==> src/lsm_pkg.sv <==
package lsm_pkg;

  typedef struct packed {
    logic       op;
    logic [7:0] col;
    logic [7:0] row;
    logic [7:0] pixel;
  } in_item_t;

  typedef struct packed {
    logic [6:0] deviation;
    logic       error;
  } out_item_t;

  localparam logic OP_WRITE = 1'b0;
  localparam logic OP_QUERY = 1'b1;

  localparam logic [2:0] REG_IMAGE_WIDTH  = 3'd0;
  localparam logic [2:0] REG_IMAGE_HEIGHT = 3'd1;
  localparam logic [2:0] REG_MASK_WIDTH   = 3'd2;
  localparam logic [2:0] REG_MASK_HEIGHT  = 3'd3;
  localparam logic [2:0] REG_MASK_BITS    = 3'd4;

  // Controller to datapath commands
  typedef struct packed {
    logic start;     // latch item, clear sums, reset scan counters
    logic scan;      // issue one mask point read
    logic acc;       // accumulate the read issued last cycle
    logic diff;      // form n*S2 and S1*S1
    logic sub;       // variance numerator
    logic sqrt_step; // one root step
    logic div_step;  // one quotient step
  } lsm_cmd_t;

  // Datapath to controller status
  typedef struct packed {
    logic scan_last;
    logic sqrt_last;
    logic div_last;
  } lsm_stat_t;

endpackage

==> src/lsm_ctrl.sv <==
module lsm_ctrl
  import lsm_pkg::*;
(
  input  logic      clk,
  input  logic      rst,
  input  logic      in_valid,
  output logic      in_ready,
  input  logic      in_is_query,
  output logic      out_valid,
  input  logic      out_ready,
  input  lsm_stat_t stat,
  output lsm_cmd_t  cmd
);

  typedef enum logic [2:0] {
    S_IDLE, S_SCAN, S_DRAIN, S_DIFF, S_SUB, S_SQRT, S_DIV, S_OUT
  } state_t;

  state_t state;

  assign in_ready = (state == S_IDLE);
  assign out_valid = (state == S_OUT);

  always_comb begin
    cmd = '0;
    cmd.start     = (state == S_IDLE) && in_valid && in_is_query;
    cmd.scan      = (state == S_SCAN);
    cmd.acc       = (state == S_DRAIN) || ((state == S_SCAN));
    cmd.diff      = (state == S_DIFF);
    cmd.sub       = (state == S_SUB);
    cmd.sqrt_step = (state == S_SQRT);
    cmd.div_step  = (state == S_DIV);
  end

  // Sequencer
  always_ff @(posedge clk) begin
    if (rst) begin
      state <= S_IDLE;
    end else begin
      case (state)
        S_IDLE: if (in_valid && in_is_query) state <= S_SCAN;
        S_SCAN: if (stat.scan_last) state <= S_DRAIN;
        S_DRAIN: state <= S_DIFF;
        S_DIFF: state <= S_SUB;
        S_SUB: state <= S_SQRT;
        S_SQRT: if (stat.sqrt_last) state <= S_DIV;
        S_DIV: if (stat.div_last) state <= S_OUT;
        S_OUT: if (out_ready) state <= S_IDLE;
        default: state <= S_IDLE;
      endcase
    end
  end

endmodule

==> config.mk <==
export PLATFORM = sky130hd
export DESIGN_NAME = lsm_ctrl
export DESIGN_NICKNAME = d
export VERILOG_FILES = /design/src/lsm_pkg.sv /design/src/lsm_ctrl.sv
export SDC_FILE = /design/constraint.sdc
export NUM_CORES = 1
export LEC_CHECK = 0
export BUFFER_PORTS_ARGS = -buffer_cell sky130_fd_sc_hd__buf_2
export CORE_AREA = 4 4 41 43
export DETAILED_ROUTE_END_ITERATION = 10
export DIE_AREA = 0 0 45 47
export GPL_TIMING_DRIVEN = 0
export HOLD_SLACK_MARGIN = 0.1
export PLACE_DENSITY = 0.48
export SLEW_MARGIN = 10
export SYNTH_ARGS = -nofsm -noshare
export SYNTH_HDL_FRONTEND = slang
export SYNTH_SLANG_ARGS = --single-unit
==> constraint.sdc <==
create_clock -name clk -period 1.25 [get_ports clk]
set_input_delay 0.125 -clock clk [delete_from_list [all_inputs] [get_ports clk]]
set_output_delay 0.125 -clock clk [all_outputs]
set_load 0.005 [all_outputs]
Yosys cells after proc, flatten, opt, wreduce, memory -nomap -nowiden
Cells that the tools add are included.

storage, ports and cells
  flip-flop bits (word level) = 3
  output and inout port bits = 9
  logic and storage cells = 25
  input bits = 8

operators by class
  muxes and demuxes = 6
  reductions and logical operators = 6
  equal/unequal tests = 12

operators by type and width
  operator              number
  $pmux W3 S8           1
  $mux W3               5
  $eq A3 B3 Y1 const B  4
  $eq A3 B2 Y1 const B  2
  $ne A2 B2 Y1 const B  3
  $reduce_and A5 Y1     1
  $ne A2 B1 Y1 const B  2
  $eq A3 B1 Y1 const B  1
  $logic_and A1 B1 Y1   3
  $logic_not A3 Y1      1
  $logic_or A1 B1 Y1    1

Depth between registers and ports, before layout
Gate-level depths: netlist of the first run.

  word-level depth = 3
  mapped depth = 6
  gate-level depth less buffers = 6

Least setup slack after synthesis of the first run
No wires, ideal clock.

  kind = flip-flop to flip-flop
  start point = register state[0]
  end point = register state[0]
  slack = -0.014 ns
  cell stages (with the launch flop) = 7
  arrival = 1.139 ns
  path buffers = 0
  clock period less this slack = 1.264 ns
  setup time = 0.125 ns
  data required time = 1.125 ns
  path through = dfxtp_1 inv_1 ha_1 a21boi_2 nor3_2 a41oi_2 mux2i_1

on the way
  word-level cells in the longest chain between the ends = 3

ends and longest elaborated chain
  what                                                           RTL line        text
  from (decl)                                                    lsm_ctrl.sv:19  state_t state;
  from (signal assigned)                                         lsm_ctrl.sv:38  state <= S_IDLE;
  from (signal assigned)                                         lsm_ctrl.sv:41  S_IDLE: if (in_valid && in_is_query) state <= S_SCAN;
  from (signal assigned)                                         lsm_ctrl.sv:42  S_SCAN: if (stat.scan_last) state <= S_DRAIN;
  $eq A3 B1 Y1, or another cell as far along                     lsm_ctrl.sv:40  case (state)
  $ne A2 B2 Y1 (no line) / $ne A2 B1 Y1 (equally long branches)  --
  $reduce_and A5 Y1 (no line)                                    --

Several ways; a longest one is shown, not always the timed one.
A chain may end at the register's enable or synchronous reset.

==> impl_metrics.env, run 1 <==
export IMPL_reg2reg_slack_ns=-0.04
export IMPL_clockPowerShare=0.162
export IMPL_grt_setup_unrepaired="yes"
export IMPL_tritoncts_clock_tree="built"
export IMPL_drv_max_cap_violation_count=0
export IMPL_numClockSinks=3
export IMPL_max_vdd_ir_drop_uv=901
export IMPL_cellPowerDensity_nw_per_um2=1840
export IMPL_numCtsBuffers=3
export IMPL_post_route_worst_setup_slack_ns=-0.0639
export IMPL_wl_met1_um=295
export IMPL_period_share=1.05
export IMPL_fin_skew_ns=0.00189
export IMPL_cts_max_level=1
export IMPL_die_area_um2=2120
export IMPL_dr_first_iter_drc_count=5
export IMPL_fin_worst_hold_slack_ns=0.376
export IMPL_ys_types=19
export IMPL_violations="negative setup slack"
export IMPL_power_switching_uw=362
export IMPL_end_kind="output pin"
export IMPL_final_hpwl_from_detailed_placement_um=580
export IMPL_route_detailed_vias_per_inst=4.28
export IMPL_post_route_util=0.421
export IMPL_route_met2_wl_um=402
export IMPL_gp_congestion=0.743
export IMPL_global_route_overflow_total=0
export IMPL_maximum_number_of_pins_on_one_net_before_global_route_repair=11
export IMPL_global_route_usage_over_all_layers=0.0837
export IMPL_vias_in_the_first_global_route=325
export IMPL_slew_viol_final=0
export IMPL_synth_avg_cell_area_um2=8.08
export IMPL_dpl_instance_area_um2=415
export IMPL_worst_hold_path_type="input pin to register"
export IMPL_worstRegToRegCells=6
export IMPL_wirelength_um=748
export IMPL_crit_slowest_cell="sky130_fd_sc_hd__dfxtp_4"
export IMPL_ports_placed_on_the_boundary=17
export IMPL_critical_path_max_fanout=4
export IMPL_cts_root_buffer_cell="sky130_fd_sc_hd__clkbuf_4"
export IMPL_total_standard_cell_area_after_synthesis_um2=315
export IMPL_place_ws_ns=-0.150
export IMPL_post_route_min_period_ns=1.31
export IMPL_pwr_share_seq=0.179
export IMPL_p_int_uw=644
export IMPL_tightestPinTransition_ns=0.240
export IMPL_totalPowerFinal_mw=1.01
export IMPL_final_hold_viol_count=0
export IMPL_fraction_of_final_layout_cells_with_drive_strength_greater_than_1=0.587
export IMPL_synth_net_count=51
export IMPL_design_core_area_um2=1300
export IMPL_power_switching_share=0.360
export IMPL_fin_nets=76
export IMPL_cts_buffer_depth=2
export IMPL_timing_rr_start="state[0]"
export IMPL_worst_path_required_time_ns=1.12
export IMPL_leakage_nw=0.274
export IMPL_hold_depth=4
export IMPL_path_class="register to output pin"
export IMPL_clk_insertion_delay_late_ns=0.23
export IMPL_route_detailed_drc=0
export IMPL_outcome="complete, but fails checks"
export IMPL_final_common_cell="sky130_fd_sc_hd__buf_2"
export IMPL_top_register="state"
export IMPL_cp_cell_instances="inv_4 > ha_4 > buf_4 > and2_4 > buf_6"
export IMPL_critical_path_max_stage_delay_ns=0.38
export IMPL_drt_pre_antenna_iters=4
export IMPL_top_regs="state (3)"
export IMPL_worst_setup_hold_path_clk_slew_ns=0.03
export IMPL_synth_seq_cells=3
export IMPL_yosysWarnings=0
export IMPL_synth_top_area_cell="sky130_fd_sc_hd__dfxtp_1"
export IMPL_combPwrFrac=0.658
export IMPL_fp_dieW_um=45
export IMPL_detailroute_via_count=334
export IMPL_detail_route_antenna_nets=0
export IMPL_crit_path_start_kind="register"
export IMPL_netlist_instances=39
export IMPL_place_port_buffers=16
export IMPL_grt_first_pass_wirelength_mm=1.27
export IMPL_synth_top_cell_area_share=0.190
export IMPL_placement_rows=13
export IMPL_path_buf_inv=3
export IMPL_start_point_of_the_worst_min_delay_path="stat[0]"
export IMPL_post_synth_main_area_contributors="sky130_fd_sc_hd__dfxtp_1 (19%), sky130_fd_sc_hd__ha_1 (16%), sky130_fd_sc_hd__and2_1 (7.9%)"
export IMPL_postLayoutCellArea_um2=548
export IMPL_met3_length_um=50
export IMPL_top_routing_layer_used="met3"
export IMPL_sequential_fraction_of_the_synthesis_area=0.190
export IMPL_hold_path_endpoint="state[0]"
export IMPL_largest_register_ffs=3
export IMPL_fmax_mhz=761
export IMPL_setup_violations=7
export IMPL_areaGrowthSynthToFinish_pct=73.8
export IMPL_chipHeight_um=47
export IMPL_antenna_cells_inserted=0
export IMPL_worst_ep_arrival_time_ns=1.19
export IMPL_initial_utilization=0.242
export IMPL_worstReg2RegEnd="state[0]"
export IMPL_detail_route_wl_per_cell_um=9.59
export IMPL_critical_path_top_delay_family="flip-flops"
export IMPL_max_slew_margin_rel=0.837
export IMPL_initial_antenna_violation_count=0
## worst reg2reg max path: stages (launching register included)
cell	delay, ns
sky130_fd_sc_hd__dfxtp_4	0.38
sky130_fd_sc_hd__inv_4	0.05
sky130_fd_sc_hd__ha_4	0.16
sky130_fd_sc_hd__buf_4	0.12
sky130_fd_sc_hd__and2_4	0.15
sky130_fd_sc_hd__o31ai_1	0.22
sky130_fd_sc_hd__mux2i_1	0.10
## power by group through the flow
stage	Combinational, mW	Sequential, mW	Clock, mW
final	0.662	0.180	0.163
after floorplan	0.317	0.150	0
after global routing	0.743	0.188	0.187
after CTS	0.620	0.175	0.175
after global placement	0.451	0.158	0
after detailed placement	0.451	0.157	0
## per-stage QoR
stage,std cells,TNS (ns)
final,78,-0.274
after detailed placement,70,-0.382
after global routing,78,-0.901
after floorplan,39,0
after CTS,77,-0.291
after global placement,70,-0.426
## cell usage after synthesis
master / n
sky130_fd_sc_hd__inv_1: 3
sky130_fd_sc_hd__nand2b_1: 3
sky130_fd_sc_hd__a21boi_2: 1
sky130_fd_sc_hd__nand3b_1: 1
sky130_fd_sc_hd__and3_1: 1
sky130_fd_sc_hd__and2b_1: 1
sky130_fd_sc_hd__a21oi_1: 1
sky130_fd_sc_hd__dfxtp_1: 3
sky130_fd_sc_hd__and2_1: 4
sky130_fd_sc_hd__nor2_1: 4
sky130_fd_sc_hd__ha_1: 4
sky130_fd_sc_hd__o31ai_1: 1
sky130_fd_sc_hd__nor3_2: 1
sky130_fd_sc_hd__nand2_1: 3
sky130_fd_sc_hd__nor4b_1: 1
sky130_fd_sc_hd__mux2i_1: 2
sky130_fd_sc_hd__clkbuf_2: 1
sky130_fd_sc_hd__nor2b_1: 3
sky130_fd_sc_hd__a41oi_2: 1
## what timing repair did
| item | in CTS | in global routing |
|---|---|---|
| buffers inserted | 2 | 1 |
| hold buffers | 1 | 0 |
| endpoints found under the hold margin | 1 | 0 |
| resized for setup | 13 | 6 |
| setup endpoints to repair | 10 | 10 |
| pin swaps | 4 | 1 |
## metal layers
metal | global-route usage | vias to the layer above
li1 | - | 179
met1 | 0.0864 | 148
met2 | 0.147 | 7
met3 | 0.0268 | 0
met4 | 0.0526 | 0
met5 | 0 | -
## layout make-up
cell class                 count  area (µm²)
inverter                       3        16.3
multi-input combinational     32         292
clock buffer                   4        26.3
buffer                         1        5.00
tap                           15        18.8
fill                         143         753
sequential                     3        65.1
timing repair buffer          20         125
## worst max path at each step
stage / start / end / slack, ns / depth (start not counted)
after floorplan: state[1] / state[0] / 0.003 / 6
after global placement: state[1] / state[0] / -0.17 / 6
after detailed placement: state[1] / state[0] / -0.15 / 6
after CTS: state[1] / state[1] / -0.07 / 6
after global routing: state[0] / state[1] / -0.15 / 6
final: state[0] / cmd[2] / -0.06 / 5
## cell families after synthesis
kind of cell | share of synthesized area
adders and majority gates | 0.159
muxes | 0.0635
DFF | 0.190
AOI/OAI and AO/OA | 0.127
and+or+nand+nor | 0.409
buffers and inverters | 0.0516
Note: power is estimated with default switching activity, not from simulation.
==> inputs of run 2 (changes only) <==
--- a/config.mk
+++ b/config.mk
@@ -8,4 +8,5 @@
 export BUFFER_PORTS_ARGS = -buffer_cell sky130_fd_sc_hd__buf_2
 export CORE_AREA = 4 4 41 43
+export CTS_BUF_LIST = sky130_fd_sc_hd__clkbuf_16
 export DETAILED_ROUTE_END_ITERATION = 10
 export DIE_AREA = 0 0 45 47
==> constraint.sdc (replaced) <==
create_clock -name clk -period 1.25 [get_ports clk]
set_input_delay 0.25 -clock clk [delete_from_list [all_inputs] [get_ports clk]]
set_output_delay 0.25 -clock clk [all_outputs]
set_load 0.005 [all_outputs]
==> run 2 against run 1 <==
The run still ends with negative setup slack left. Combinational power fell by 8.9%. Final area rose by 2.7%. Die area did not move. First-iteration DRC count did not move. Via count fell by 0.90%. Power rose by 28%. Largest cell class unchanged. Largest power group unchanged.
==> impl_metrics.env, run 2 (synthesis gave the netlist of run 1 again) <==
export IMPL_placement_rows=13
export IMPL_power_switching_uw=391
export IMPL_worst_hold_path_type="input pin to register"
export IMPL_detail_route_wl_per_cell_um=10.2
export IMPL_numCtsBuffers=3
export IMPL_post_route_worst_setup_slack_ns=-0.167
export IMPL_gp_congestion=0.743
export IMPL_max_vdd_ir_drop_uv=1280
export IMPL_slew_viol_final=0
export IMPL_end_kind="output pin"
export IMPL_postLayoutCellArea_um2=563
export IMPL_cts_buffer_depth=2
export IMPL_fin_nets=74
export IMPL_final_hold_viol_count=0
export IMPL_route_detailed_drc=0
export IMPL_worstRegToRegCells=6
export IMPL_dr_first_iter_drc_count=5
export IMPL_placedCellCount=70
export IMPL_detailroute_via_count=331
export IMPL_grt_met2_usage=0.144
export IMPL_antenna_cells_inserted=0
export IMPL_hold_depth=2
export IMPL_p_int_uw=897
export IMPL_finish_cell_count_without_fillers=76
export IMPL_fmax_mhz=706
export IMPL_fin_skew_ns=0.00163
export IMPL_crit_path_start_kind="register"
export IMPL_cellPowerDensity_nw_per_um2=2290
export IMPL_largest_register_ffs=3
export IMPL_fraction_of_final_layout_cells_with_drive_strength_greater_than_1=0.574
export IMPL_combPwrFrac=0.468
export IMPL_fp_dieW_um=45
export IMPL_worstReg2RegEnd="state[1]"
export IMPL_initial_utilization=0.242
export IMPL_max_slew_margin_rel=0.835
export IMPL_place_ws_ns=-0.150
export IMPL_setup_violations=12
export IMPL_initial_antenna_violation_count=0
export IMPL_layout_cells_most_common_list="sky130_fd_sc_hd__buf_2 (16), sky130_fd_sc_hd__and2_1 (4)"
export IMPL_path_class="register to output pin"
export IMPL_clockPowerShare=0.385
export IMPL_chipHeight_um=47
export IMPL_worst_path_required_time_ns=1.00
export IMPL_maximum_number_of_pins_on_one_net_before_global_route_repair=11
export IMPL_grt_first_pass_wirelength_mm=1.28
export IMPL_grt_setup_unrepaired="yes"
export IMPL_place_port_buffers=16
export IMPL_tritoncts_clock_tree="built"
export IMPL_cts_hold_fix_buffers=0
export IMPL_power_switching_share=0.304
export IMPL_pwr_share_seq=0.147
export IMPL_cp_cell_instances="inv_4 > ha_4 > nor2b_4 > and3_1 > buf_2"
export IMPL_post_route_min_period_ns=1.42
export IMPL_worst_setup_hold_path_clk_slew_ns=0.03
export IMPL_dpl_instance_area_um2=415
export IMPL_reg2reg_slack_ns=-0.09
export IMPL_worst_setup_path_startpoint="state[0]"
export IMPL_fill_cells=146
export IMPL_global_route_usage_over_all_layers=0.0869
export IMPL_setup_tns_ns=-0.965
export IMPL_cts_root_buffer_cell="sky130_fd_sc_hd__clkbuf_16"
export IMPL_ports_placed_on_the_boundary=17
export IMPL_critical_path_max_stage_delay_ns=0.37
export IMPL_critical_path_max_fanout=4
export IMPL_design_core_area_um2=1300
export IMPL_period_share=1.13
export IMPL_cts_max_level=1
export IMPL_outcome="complete, but fails checks"
export IMPL_fraction_of_met3_tracks_used_by_global_routing=0.0383
export IMPL_drv_max_cap_violation_count=0
export IMPL_last_element_of_the_critical_path="cmd[6]"
export IMPL_numClockSinks=3
export IMPL_vias_in_the_first_global_route=323
export IMPL_final_common_cell="sky130_fd_sc_hd__buf_2"
export IMPL_detail_route_antenna_nets=0
export IMPL_tightestPinTransition_ns=0.244
export IMPL_top_regs="state (3)"
export IMPL_violations="negative setup slack"
export IMPL_route_detailed_vias_per_inst=4.36
export IMPL_worst_ep_arrival_time_ns=1.17
export IMPL_top_register="state"
export IMPL_global_route_overflow_total=0
export IMPL_post_route_util=0.433
export IMPL_timing_rr_start="state[1]"
export IMPL_totalPowerFinal_mw=1.29
export IMPL_areaGrowthSynthToFinish_pct=78.6
export IMPL_wirelength_um=772
export IMPL_leakage_nw=0.277
export IMPL_clk_insertion_delay_late_ns=0.22
export IMPL_met1_grt_util=0.0909
export IMPL_die_area_um2=2120
export IMPL_crit_slowest_cell="sky130_fd_sc_hd__dfxtp_4"
export IMPL_busiest_grt_layer="met2"
export IMPL_drt_pre_antenna_iters=4
export IMPL_final_hpwl_from_detailed_placement_um=580
export IMPL_fin_worst_hold_slack_ns=0.195
==> run 2: cell types whose count changed in the layout (fill, tap and decap cells not counted), sizes merged <==
cell	previous run	this run
buf	20	18
dlygate4sd3	1	0
inv	3	4
==> run 2: worst max-delay path: cells and delay by family, from the launching register on <==
family	cells	cell delay [ns]
flip-flops	1	0.37
AND/OR/NAND/NOR	2	0.25
buffers and inverters	2	0.17
adder cells (fa/ha/maj)	1	0.16
==> run 2: cell type report <==
type / instances / area, µm² / area share
Inverter: 3 / 16.3 / 0.0289
Multi-Input combinational cell: 32 / 279 / 0.496
Buffer: 1 / 7.51 / 0.0133
Clock inverter: 1 / 3.75 / 0.00667
Tap cell: 15 / 18.8 / 0.0333
Sequential cell: 3 / 67.6 / 0.120
Timing Repair Buffer: 18 / 95.1 / 0.169
Clock buffer: 3 / 75.1 / 0.133
==> run 2: worst min path at each step <==
stage / start / end
6_report: rst / state[2]
5_1_grt: rst / state[2]
4_1_cts: rst / state[2]
3_5_place_dp: rst / state[2]
3_3_place_gp: rst / state[2]
2_1_floorplan: rst / state[2]
==> run 2: power groups by stage <==
stage	sequential [mW]	clock, mW	combinational [mW]
2_1_floorplan	0.150	0	0.317
3_3_place_gp	0.158	0	0.451
3_5_place_dp	0.157	0	0.451
4_1_cts	0.165	0.500	0.595
5_1_grt	0.197	0.520	0.685
6_report	0.190	0.496	0.603
==> run 2: routing by layer <==
metal | share of wire | up-vias
met4 | 0.018 | 0
met2 | 0.51 | 9
met3 | 0.073 | 2
met1 | 0.40 | 148
li1 | - | 172
met5 | 0 | -
==> run 2: what timing repair did <==
| item | 4_1_cts | 5_1_grt |
|---|---|---|
| setup endpoints to repair | 12 | 12 |
| pin swaps | 3 | 0 |
| buffers inserted | 2 | 0 |
| resized for setup | 11 | 5 |
